**config.mk**
```make
export PLATFORM = sky130hd
export DESIGN_NAME = mffn_ctrl
export DESIGN_NICKNAME = d
export VERILOG_FILES = /design/src/hw/rtl/mffn_pkg.sv /design/src/hw/rtl/mffn_ctrl.sv
export SDC_FILE = /design/constraint.sdc
export NUM_CORES = 1
export LEC_CHECK = 0
export BUFFER_PORTS_ARGS = -buffer_cell sky130_fd_sc_hd__buf_2
export CORE_MARGIN = 4
export CORE_UTILIZATION = 40
export CTS_BUF_LIST = sky130_fd_sc_hd__clkbuf_16
export CTS_CLUSTER_DIAMETER = 100
export DETAILED_ROUTE_END_ITERATION = 12
export PLACE_DENSITY = 0.64
export SYNTH_ARGS = -nofsm -noshare
export SYNTH_HDL_FRONTEND = slang
export SYNTH_SLANG_ARGS = --single-unit
```
**constraint.sdc**
```tcl
create_clock -name clk -period 1.9 [get_ports clk]
set_input_delay 0.19 -clock clk [delete_from_list [all_inputs] [get_ports clk]]
set_output_delay 0.19 -clock clk [all_outputs]
set_load 0.05 [all_outputs]
```
**src/hw/rtl/mffn_pkg.sv**
```systemverilog
// mffn_pkg: shared types, constants and small tables of the maze flood fill navigator
// no dependencies; imported by the controller, datapath and top level
package mffn_pkg;

  localparam int CELLS = 256;

  localparam logic [7:0] FAR       = 8'd255;
  localparam logic [2:0] MOVE_NONE = 3'd4;

  // configuration register indexes
  localparam logic [2:0] CFG_THRESHOLD = 3'd0;
  localparam logic [2:0] CFG_GOAL_X    = 3'd1;
  localparam logic [2:0] CFG_GOAL_Y    = 3'd2;
  localparam logic [2:0] CFG_START_X   = 3'd3;
  localparam logic [2:0] CFG_START_Y   = 3'd4;

  localparam logic [8:0] THRESHOLD_RST = 9'd15;
  localparam logic [3:0] GOAL_RST      = 4'd9;
  localparam logic [3:0] START_RST     = 4'd0;

  // sequencer operations, also the controller state codes
  localparam logic [3:0] OP_IDLE     = 4'd0;
  localparam logic [3:0] OP_START    = 4'd1;
  localparam logic [3:0] OP_SENSE_RD = 4'd2;
  localparam logic [3:0] OP_SENSE_WR = 4'd3;
  localparam logic [3:0] OP_CLR      = 4'd4;
  localparam logic [3:0] OP_SEED     = 4'd5;
  localparam logic [3:0] OP_NEXT     = 4'd6;
  localparam logic [3:0] OP_CELL_RD  = 4'd7;
  localparam logic [3:0] OP_CELL_LAT = 4'd8;
  localparam logic [3:0] OP_NB_RD    = 4'd9;
  localparam logic [3:0] OP_NB_CHK   = 4'd10;
  localparam logic [3:0] OP_DEC_RD   = 4'd11;
  localparam logic [3:0] OP_DEC_LAT  = 4'd12;
  localparam logic [3:0] OP_DN_RD    = 4'd13;
  localparam logic [3:0] OP_DN_LAT   = 4'd14;
  localparam logic [3:0] OP_MOVE     = 4'd15;

  typedef struct packed {
    logic [3:0] op;
    logic [2:0] idx;
  } mffn_cmd_t;

  typedef struct packed {
    logic q_more;
    logic clr_last;
    logic restart;
    logic sense;
    logic out_free;
  } mffn_sts_t;

  // heading change for each move: forward, left, right, back
  function automatic logic [1:0] turn_of_move(input logic [1:0] m);
    logic [1:0] t;
    case (m)
      2'd0: t = 2'd0;
      2'd1: t = 2'd3;
      2'd2: t = 2'd1;
      default: t = 2'd2;
    endcase
    return t;
  endfunction

  // move for a direction relative to the heading
  function automatic logic [1:0] move_of_rel(input logic [1:0] r);
    logic [1:0] m;
    case (r)
      2'd0: m = 2'd0;
      2'd1: m = 2'd2;
      2'd2: m = 2'd3;
      default: m = 2'd1;
    endcase
    return m;
  endfunction

endpackage

```
**src/hw/rtl/mffn_ctrl.sv**
```systemverilog
// mffn_ctrl: sequencer for one navigation step (sense, clear, flood, decide, move)
// depends on mffn_pkg
module mffn_ctrl
  import mffn_pkg::*;
(
  input  logic      clk,
  input  logic      rst_n,
  input  logic      in_valid,
  input  mffn_sts_t sts,
  output mffn_cmd_t cmd
);

  logic [3:0] state_r, state_nxt;
  logic [2:0] idx_r, idx_nxt;

  always_comb begin
    state_nxt = state_r;
    idx_nxt   = idx_r;
    case (state_r)
      OP_IDLE: begin
        if (in_valid) state_nxt = OP_START;
      end
      OP_START: begin
        idx_nxt   = 3'd0;
        state_nxt = (sts.sense && !sts.restart) ? OP_SENSE_RD : OP_CLR;
      end
      OP_SENSE_RD: state_nxt = OP_SENSE_WR;
      OP_SENSE_WR: begin
        if (idx_r == 3'd4) begin
          state_nxt = OP_CLR;
        end else begin
          idx_nxt   = idx_r + 3'd1;
          state_nxt = OP_SENSE_RD;
        end
      end
      OP_CLR: begin
        if (sts.clr_last) state_nxt = OP_SEED;
      end
      OP_SEED: state_nxt = OP_NEXT;
      OP_NEXT: state_nxt = sts.q_more ? OP_CELL_RD : OP_DEC_RD;
      OP_CELL_RD: state_nxt = OP_CELL_LAT;
      OP_CELL_LAT: begin
        idx_nxt   = 3'd0;
        state_nxt = OP_NB_RD;
      end
      OP_NB_RD: state_nxt = OP_NB_CHK;
      OP_NB_CHK: begin
        if (idx_r == 3'd3) begin
          state_nxt = OP_NEXT;
        end else begin
          idx_nxt   = idx_r + 3'd1;
          state_nxt = OP_NB_RD;
        end
      end
      OP_DEC_RD: state_nxt = OP_DEC_LAT;
      OP_DEC_LAT: begin
        idx_nxt   = 3'd0;
        state_nxt = sts.restart ? OP_MOVE : OP_DN_RD;
      end
      OP_DN_RD: state_nxt = OP_DN_LAT;
      OP_DN_LAT: begin
        if (idx_r == 3'd3) begin
          state_nxt = OP_MOVE;
        end else begin
          idx_nxt   = idx_r + 3'd1;
          state_nxt = OP_DN_RD;
        end
      end
      OP_MOVE: begin
        if (sts.out_free) state_nxt = OP_IDLE;
      end
      default: state_nxt = OP_IDLE;
    endcase
  end

  always_ff @(posedge clk) begin
    if (!rst_n) begin
      state_r <= OP_IDLE;
      idx_r   <= 3'd0;
    end else begin
      state_r <= state_nxt;
      idx_r   <= idx_nxt;
    end
  end

  assign cmd.op  = state_r;
  assign cmd.idx = idx_r;

  a_sense_idx: assert property (@(posedge clk) disable iff (!rst_n)
    (state_r == OP_SENSE_WR) |-> (idx_r <= 3'd4))
    else $error("sense target index out of range");
  a_nb_idx: assert property (@(posedge clk) disable iff (!rst_n)
    (state_r == OP_NB_CHK || state_r == OP_DN_LAT) |-> (idx_r <= 3'd3))
    else $error("direction index out of range");
  a_start: assert property (@(posedge clk) disable iff (!rst_n)
    (state_r == OP_IDLE && in_valid) |=> (state_r == OP_START))
    else $error("transfer not followed by start");

endmodule

```
==> results.py, run 1 <==
metrics = {
    "timing": {
        "min_period_ps": 1610,
        "finalCritPeriodShare_pct": 84.7,
        "tns_ps": 0,
        "maxSlewViolCount": 0,
        "worstMarginPinSlew_ps": 615,
        "grt_setup_unrepaired": "false",
        "skew_ps": 2.72,
        "hold_viol": 0,
        "setup_viol": 0,
        "maxSlewHeadroom_pct": 58.9,
        "timing.fmax_mhz": 621,
    },
    "grt": {
        "gr-total-overflow": 0,
        "grt_pass1_vias": 472,
        "top_usage_layer": "met2",
        "met3_usage_pct": 6.10,
        "grt_use_met1_pct": 19.9,
        "grt_max_degree": 19,
        "antenna_found_initial": 0,
        "grt_util_met2_pct": 20.1,
        "grt_pass1_wl_um": 2150,
        "globalRouteTotalUtil_pct": 15.3,
    },
    "pwr": {
        "p_per_area_mw_per_mm2": 918,
        "p_leak_nw": 0.288,
        "vdd.ir_drop.worst_mv": 0.532,
    },
    "layout": {
        "drive_above_1_share_pct": 25.0,
        "nets": 96,
        "area_growth_pct": 29.7,
        "final_cells": 98,
        "fin_area_um2": 694,
        "diodes": 0,
    },
    "detailed_routing": {
        "wl_per_cell_um": 13.2,
        "wl_um": 1290,
        "ant_nets": 0,
        "vias": 543,
        "drc_errors": 0,
        "first_iter_violations": 13,
        "drt-pass1-iter-count": 4,
        "viasPerCell": 5.54,
    },
    "logic_synthesis": {
        "synth_top_cell_by_area": "dfxtp_1",
        "synth-main-ff-cell": "dfxtp_1",
        "synth_seq_area_share_pct": 26.2,
        "synth_warnings": 0,
        "syn_inst": 69,
        "synth_area_per_cell_um2": 7.76,
        "synth_edf_count": 0,
        "syn-num-nets": 80,
        "synth.distinct_cells": 29,
        "synth_top_area_share_pct": 26.2,
        "synthTopCellsByArea": "dfxtp_1 (26%), ha_1 (7.0%), inv_1 (4.9%)",
        "synth-seq-cells": 7,
        "synth_common_cells": "dfxtp_1 (7), inv_1 (7), nand2_1 (5)",
        "netlist_area_um2": 536,
        "async_flop_share_pct": 0,
    },
    "cts": {
        "cts_buffer_depth": 2,
        "clkSinkCount": 7,
        "cts_tree": "done",
        "clk_latency_ps": 240,
        "ctsResizeCount": 0,
        "root_buffer": "clkbuf_16",
        "htree_num_levels": 1,
        "cts_buffers": 3,
        "postCtsHoldBufs": 0,
        "post_cts_buffers": 0,
        "clkTransAtPathRegs_ps": 40,
    },
    "worst_setup_path": {
        "critical_path.endpoint_type": "register",
        "cp.required_ps": 2030,
        "cp_max_fo": 5,
        "worst_setup_path_start_kind": "register",
        "cp.arrival_ps": 1740,
        "critPathKind": "register to register",
    },
    "floorplan": {
        "core_mm2": 0.00119,
        "die_x_um": 44.6,
        "ios": 15,
        "die_h_um": 44.6,
        "initial_core_util_pct": 45.1,
        "rows": 12,
        "die_area_mm2": 0.00199,
    },
    "hold_path": {
        "holdCritPathClass": "input pin to register",
    },
    "place": {
        "place_area_um2": 614,
        "dp_hpwl_um": 952,
        "dp_cells": 94,
        "io_buffer_count": 14,
        "gp_congestion": 0.794,
    },
    "outcome": {
        "status": "completed",
    },
    "run": {
        "drv_cap": 0,
    },
}
-- metrics by stage --
stage / util, % / setup slack, ps / hold slack [ps] / power [mW]
floorplan: - / 80.9 / 336 / 0.250
global placement: 51.8 / 398 / 481 / 0.275
detailed placement: 51.8 / 318 / 476 / 0.275
CTS: 58.5 / 291 / 236 / 0.644
global route: 58.5 / 204 / 250 / 0.668
finish: 58.5 / 290 / 238 / 0.637
-- cells by family after synthesis --
group                      share of synthesized area [%]
muxes                                               1.87
and+or+nand+nor                                     22.2
DFF                                                 26.2
AOI/OAI and AO/OA                                   33.4
adders and majority gates                           7.01
buffers and inverters                               9.35
-- layout make-up --
cell class                      instances  area, um2
Clock buffer                            3       75.1
Timing Repair Buffer                   16       85.1
Sequential cell                         7        140
Tap cell                               14       17.5
Clock inverter                          1       5.00
Fill cell                             110        492
Inverter                                7       26.3
Multi-Input combinational cell         50        345
-- placed cells by master (no fill, tap or decap) --
cell / netlist / layout
nor2b_1: 3 / 3
dfxtp_1: 7 / 7
a32oi_1: 1 / 1
buf_4: 0 / 2
o21ai_0: 3 / 3
a21oi_1: 4 / 4
nand3_1: 3 / 3
o32ai_1: 2 / 2
ha_1: 3 / 3
a31oi_1: 1 / 1
o41ai_1: 1 / 1
a32o_1: 2 / 2
inv_1: 7 / 7
and3_1: 1 / 1
o311ai_0: 1 / 1
mux2i_1: 1 / 1
o22ai_1: 1 / 1
o21bai_4: 1 / 1
nand2_1: 5 / 5
nor2_1: 3 / 3
nand2b_1: 1 / 1
nor3_1: 3 / 3
clkbuf_16: 0 / 3
nor4_1: 1 / 1
buf_2: 4 / 14
o221ai_1: 1 / 1
clkinv_2: 0 / 1
nor3b_1: 2 / 2
a21o_1: 3 / 3
nand4_1: 1 / 1
a221oi_1: 2 / 2
-- critical path, stage by stage, from the launching register on --
cell and delay [ps]:
dfxtp_1 380, ha_1 170, ha_1 200, nor2_1 80
a32o_1 240, o21bai_4 180, o32ai_1 260
-- final timing paths --
| check | start | to | slack, ps | depth (start not counted) |
|---|---|---|---|---|
| worst max-delay path | idx_r[0]$_SDFFE_PN0P_ | idx_r[1]$_SDFFE_PN0P_ | 290 | 6 |
| worst max register to register | idx_r[0]$_SDFFE_PN0P_ | idx_r[1]$_SDFFE_PN0P_ | 290 | 6 |
| worst min-delay path | rst_n | state_r[0]$_SDFFE_PN0P_ | 240 | 2 |
| worst min register to register | idx_r[0]$_SDFFE_PN0P_ | idx_r[0]$_SDFFE_PN0P_ | 490 | 1 |
-- flip-flops by register name (all words and copies together) (netlist names) --
signal / cells
idx_r: 3
state_r: 4
-- per-layer routing --
layer	vias to the layer above	routed length, um
met1	239	624
li1	292	-
met4	0	28
met3	3	71
met2	9	567
met5	-	0
-- where the power goes --
group	switching, mW	leakage (nW)	total, mW	internal, mW
combinational	0.0598	0.190	0.102	0.0422
clock	0.0873	0.0409	0.364	0.277
sequential	0.0177	0.0567	0.171	0.154
total	0.165	0.288	0.637	0.472
Power figures use the tool's default switching activity.
==> run 2, diff against run 1 <==
==> constraint.sdc (replaced) <==
create_clock -name clk -period 1.5 [get_ports clk]
set_input_delay 0.15 -clock clk [delete_from_list [all_inputs] [get_ports clk]]
set_output_delay 0.15 -clock clk [all_outputs]
set_load 0.05 [all_outputs]
==> run 2 against run 1 <==
Against the previous run: via count up 5.7%; sequential cell count unchanged; sequential share of layout area fell by 0.18 points.
==> results.py, run 2 (same netlist as run 1, synthesis figures left out) <==
metrics = {
    "outcome": {
        "status": "completed",
    },
    "worst_setup_path": {
        "cp_top_family": "compound AO/OA/AOI/OAI gates",
        "critPathSlowestCell": "dfxtp_4",
        "r2r.worst_path.cells": 6,
        "worst_setup_path_start_kind": "register",
        "r2r_setup_slack_ps": 20,
        "worst-path-stages": 6,
        "cp.buffers_inverters": 1,
        "r2r-end": "idx_r[1]$_SDFFE_PN0P_",
        "cp_max_fo": 3,
        "cp.required_ps": 1620,
        "critical_path.endpoint_type": "register",
        "r2r_start": "idx_r[1]$_SDFFE_PN0P_",
        "cp.arrival_ps": 1600,
        "path_cells": "inv_2 -> ha_2 -> nand2_2 -> a32o_2 -> o21bai_4 -> o32ai_2",
        "cpPeakStageDelay_ps": 360,
        "crit_start": "idx_r[1]$_SDFFE_PN0P_",
        "critPathKind": "register to register",
        "critPathCapture": "idx_r[1]$_SDFFE_PN0P_",
    },
    "cts": {
        "cts_tree": "done",
        "clkSinkCount": 7,
        "cts_buffer_depth": 2,
        "root_buffer": "clkbuf_16",
        "clkTransAtPathRegs_ps": 40,
        "cts_buffers": 3,
        "postCtsHoldBufs": 0,
        "clk_latency_ps": 230,
        "htree_num_levels": 1,
    },
    "timing": {
        "skew_ps": 3.98,
        "setup_viol": 0,
        "timing.fmax_mhz": 678,
        "hold_viol": 0,
        "grt_setup_unrepaired": "true",
        "maxSlewHeadroom_pct": 77.6,
        "maxSlewViolCount": 0,
        "worstMarginPinSlew_ps": 336,
        "min_period_ps": 1480,
        "finalCritPeriodShare_pct": 98.3,
    },
    "pwr": {
        "p_sw_mw": 0.209,
        "clkPwrFrac_pct": 55.8,
        "p_per_area_mw_per_mm2": 1050,
        "netSwitchingFraction_pct": 26.0,
        "p_seq_share_pct": 27.0,
        "power_mw": 0.805,
        "combPwrFrac_pct": 17.2,
        "vdd.ir_drop.worst_mv": 0.620,
        "p_leak_nw": 0.306,
        "p_int_mw": 0.596,
    },
    "floorplan": {
        "die_x_um": 44.6,
        "die_h_um": 44.6,
        "die_area_mm2": 0.00199,
        "core_mm2": 0.00119,
        "initial_core_util_pct": 45.1,
        "ios": 15,
        "rows": 12,
    },
    "layout": {
        "largestRegisters": "state_r (4), idx_r (3)",
        "largest_reg_flops": 4,
        "mostFrequentLayoutCell": "buf_2",
        "fillers": 98,
        "utilization_pct": 64.9,
        "top_register": "state_r",
        "most-common-layout-cells": "buf_2 (14), inv_1 (7), dfxtp_2 (5)",
        "nets": 97,
        "drive_above_1_share_pct": 44.7,
        "seq_area_um2": 154,
        "area_growth_pct": 43.7,
        "diodes": 0,
        "multi_input_area_um2": 400,
    },
    "place": {
        "gp_congestion": 0.792,
        "io_buffer_count": 14,
        "dp_hpwl_um": 1040,
    },
    "grt": {
        "grt_pass1_vias": 490,
        "globalRouteTotalUtil_pct": 16.6,
        "top_usage_layer": "met1",
        "antenna_found_initial": 0,
        "grt_pass1_wl_um": 2400,
        "met3_usage_pct": 5.69,
        "grt_use_met1_pct": 23.2,
        "gr-total-overflow": 0,
        "grt_util_met2_pct": 22.9,
        "grt_max_degree": 19,
    },
    "detailed_routing": {
        "drc_errors": 0,
        "drt-pass1-iter-count": 4,
        "vias": 574,
        "first_iter_violations": 29,
        "wl_per_cell_um": 15.3,
        "viasPerCell": 5.80,
        "ant_nets": 0,
        "wl_um": 1520,
    },
    "run": {
        "drv_cap": 0,
    },
    "hold_path": {
        "holdCritPathClass": "input pin to register",
    },
}
run 2: cell types whose count changed in the layout (fill, tap and decap cells not counted), moves of 2 or more:
cell / delta
dfxtp_2: +5
dfxtp_4: +2
dfxtp_1: -7
ha_4: +2
ha_1: -3
o32ai_1: -2
o32ai_2: +2
run 2: layout make-up:
| cell class | count | share of cell area, % |
|---|---|---|
| inverter | 7 | 3.41 |
| clock inverter | 1 | 0.488 |
| sequential | 7 | 20.0 |
| multi-input combinational | 50 | 52.0 |
| timing repair buffer | 17 | 12.0 |
| tap | 14 | 2.28 |
| clock buffer | 3 | 9.76 |
run 2: repair_timing:
item / 4_1_cts / 5_1_grt
setup endpoints to repair: 1 / 4
gates resized for setup: 6 / 4
pin swaps: 3 / 4
buffers inserted: 1 / 0
cloned: 0 / 0
run 2: through the flow:
step | cells | setup slack (ps) | setup TNS, ps | instance area (um2) | hold slack, ps
floorplan | 69 | 5.27 | 0 | 564 | 296
global placement | 94 | 32.0 | 0 | 643 | 436
detailed placement | 94 | -43.8 | -43.8 | 643 | 445
CTS | 99 | -16.1 | -16.1 | 753 | 207
global route | 99 | -4.16 | -4.16 | 769 | 233
finish | 99 | 24.9 | 0 | 769 | 209
run 2: per-layer routing:
layer,vias to the layer above,part of all wire (%)
met3,0,7.0
met4,0,0
met2,16,50
li1,290,-
met1,268,43
met5,-,0
run 2: power groups by stage:
stage / clock network, mW / logic (mW) / registers (mW)
after global placement: 0 / 0.128 / 0.218
after global routing: 0.465 / 0.150 / 0.220
final: 0.450 / 0.138 / 0.217
after floorplan: 0 / 0.0857 / 0.230
after detailed placement: 0 / 0.129 / 0.219
after CTS: 0.455 / 0.133 / 0.217
run 2: how the worst min path moves through the flow:
stage | endpoint | slack, ps | startpoint | cells past startpoint
3_5_place_dp | state_r[0]$_SDFFE_PN0P_ | 450 | rst_n | 2
2_1_floorplan | state_r[0]$_SDFFE_PN0P_ | 300 | rst_n | 1
3_3_place_gp | state_r[0]$_SDFFE_PN0P_ | 440 | rst_n | 2
4_1_cts | state_r[0]$_SDFFE_PN0P_ | 210 | rst_n | 2
6_report | state_r[0]$_SDFFE_PN0P_ | 210 | rst_n | 2
5_1_grt | state_r[0]$_SDFFE_PN0P_ | 230 | rst_n | 2
==> run 3, diff against run 2 <==
==> constraint.sdc (replaced) <==
create_clock -name clk -period 1.5 [get_ports clk]
set_input_delay 0.15 -clock clk [delete_from_list [all_inputs] [get_ports clk]]
set_output_delay 0.15 -clock clk [all_outputs]
set_load 0.02 [all_outputs]
==> run 3 against run 2 <==
Against the previous run: core utilization shrank 2.3 points; final area shrank 3.6%; clock power is essentially flat; die area is the same; non-clock buffer count grew 2; largest power group unchanged; total power shrank 1.9%; largest cell class unchanged; sequential share of layout area shrank 0.78 points; clock skew shrank 3.8 ps; fmax grew 1.5%; setup slack gained 21 ps.
==> results.py, run 3 (same netlist as run 1, synthesis figures left out) <==
metrics = {
    "grt": {
        "antenna_found_initial": 0,
        "grt_pass1_vias": 488,
        "grt_pass1_wl_um": 2110,
        "grt_max_degree": 11,
        "globalRouteTotalUtil_pct": 15.6,
        "gr-total-overflow": 0,
    },
    "cts": {
        "cts_tree": "done",
        "clkSinkCount": 7,
        "cts_buffer_depth": 2,
        "htree_num_levels": 1,
        "clk_latency_ps": 230,
        "cts_buffers": 3,
        "clkTransAtPathRegs_ps": 30,
        "root_buffer": "clkbuf_16",
    },
    "timing": {
        "skew_ps": 0.214,
        "finalCritPeriodShare_pct": 96.9,
        "setup_viol": 0,
        "min_period_ps": 1450,
        "hold_viol": 0,
        "tns_ps": 0,
        "maxSlewViolCount": 0,
        "timing.fmax_mhz": 688,
        "maxSlewHeadroom_pct": 78.3,
        "fin_ws_ps": 46.1,
        "hold-worst-slack_ps": 212,
        "worstMarginPinSlew_ps": 325,
    },
    "place": {
        "gp_congestion": 0.811,
        "dp_cells": 97,
        "place_area_um2": 639,
        "dp_hpwl_um": 982,
        "io_buffer_count": 14,
        "dp_slack_ps": 23.5,
    },
    "detailed_routing": {
        "ant_nets": 0,
        "wl_per_cell_um": 12.9,
        "vias": 586,
        "wl_um": 1300,
        "drc_errors": 0,
        "first_iter_violations": 21,
        "viasPerCell": 5.80,
        "drt-pass1-iter-count": 4,
    },
    "worst_setup_path": {
        "r2r_setup_slack_ps": 50,
        "critPathSlowestCell": "dfxtp_2",
        "cp.arrival_ps": 1590,
        "critPathKind": "register to register",
        "critical_path.endpoint_type": "register",
        "cp_max_fo": 5,
        "cp_top_family": "compound AO/OA/AOI/OAI gates",
        "worst_setup_path_start_kind": "register",
        "cp.buffers_inverters": 0,
        "cp.required_ps": 1640,
        "path_cells": "ha_2 -> ha_4 -> nor2_1 -> a32o_2 -> o21bai_4 -> o32ai_1",
        "cpPeakStageDelay_ps": 340,
    },
    "layout": {
        "largestRegisters": "state_r (4), idx_r (3)",
        "fillers": 109,
        "drive_above_1_share_pct": 33.3,
        "largest_reg_flops": 4,
        "most-common-layout-cells": "buf_2 (14), inv_1 (8), nand2_1 (5), dfxtp_1 (5), buf_4 (5)",
        "utilization_pct": 62.6,
        "mostFrequentLayoutCell": "buf_2",
        "final_cells": 101,
        "nets": 99,
        "diodes": 0,
        "top_register": "state_r",
        "area_growth_pct": 38.6,
        "fin_area_um2": 742,
    },
    "pwr": {
        "power_mw": 0.790,
        "p_leak_nw": 0.311,
        "p_per_area_mw_per_mm2": 1060,
        "vdd.ir_drop.worst_mv": 0.715,
    },
    "floorplan": {
        "initial_core_util_pct": 45.1,
        "die_x_um": 44.6,
        "die_area_mm2": 0.00199,
        "die_h_um": 44.6,
        "rows": 12,
        "ios": 15,
        "core_mm2": 0.00119,
    },
    "outcome": {
        "status": "completed",
    },
    "hold_path": {
        "holdCritPathClass": "input pin to register",
    },
    "run": {
        "drv_cap": 0,
    },
}
run 3: changes by cell type in the layout (fill, tap and decap cells not counted), sizes merged:
cell	previous run	this run
buf	17	19
run 3: repair_timing:
item | 4_1_cts | 5_1_grt
resized for setup | 0 | 5
hold buffers | 0 | 0
setup buffers | 0 | 0
setup endpoints to repair | 0 | 4
run 3: worst min-delay path: stages:
cell     delay [ps]
buf_2           120
nand2_1          60
o22ai_1          60
run 3: cell type report:
type                    instances  area (um2)  share of cell area [%]
clock buffers                   3        75.1                    10.1
inverters                       7        26.3                    3.54
well taps                      14        17.5                    2.36
flip-flops and latches          7         143                    19.2
clock inverters                 1        3.75                   0.506
repair buffers                 19         108                    14.5
multi-input cells              50         369                    49.7
run 3: path summary, 6_finish.rpt:
kind | startpoint | endpoint | cells past startpoint
setup / recovery | idx_r[0]$_SDFFE_PN0P_ | idx_r[1]$_SDFFE_PN0P_ | 6
hold / removal | rst_n | idx_r[0]$_SDFFE_PN0P_ | 3
hold reg to reg | idx_r[0]$_SDFFE_PN0P_ | idx_r[0]$_SDFFE_PN0P_ | 1
setup reg to reg | idx_r[0]$_SDFFE_PN0P_ | idx_r[1]$_SDFFE_PN0P_ | 6
run 3: routing by layer:
layer	track usage, %	part of all wire, %	routed length [um]	up-vias
met4	10.8	3.2	42	0
met3	7.32	6.8	89	7
met2	19.5	43	554	19
li1	-	-	-	296
met5	0	0	0	-
met1	20.3	47	614	264
run 3: power breakdown:
| group | internal [mW] | switching (mW) |
|---|---|---|
| Clock | 0.347 | 0.101 |
| Combinational | 0.0619 | 0.0702 |
| Sequential | 0.195 | 0.0149 |
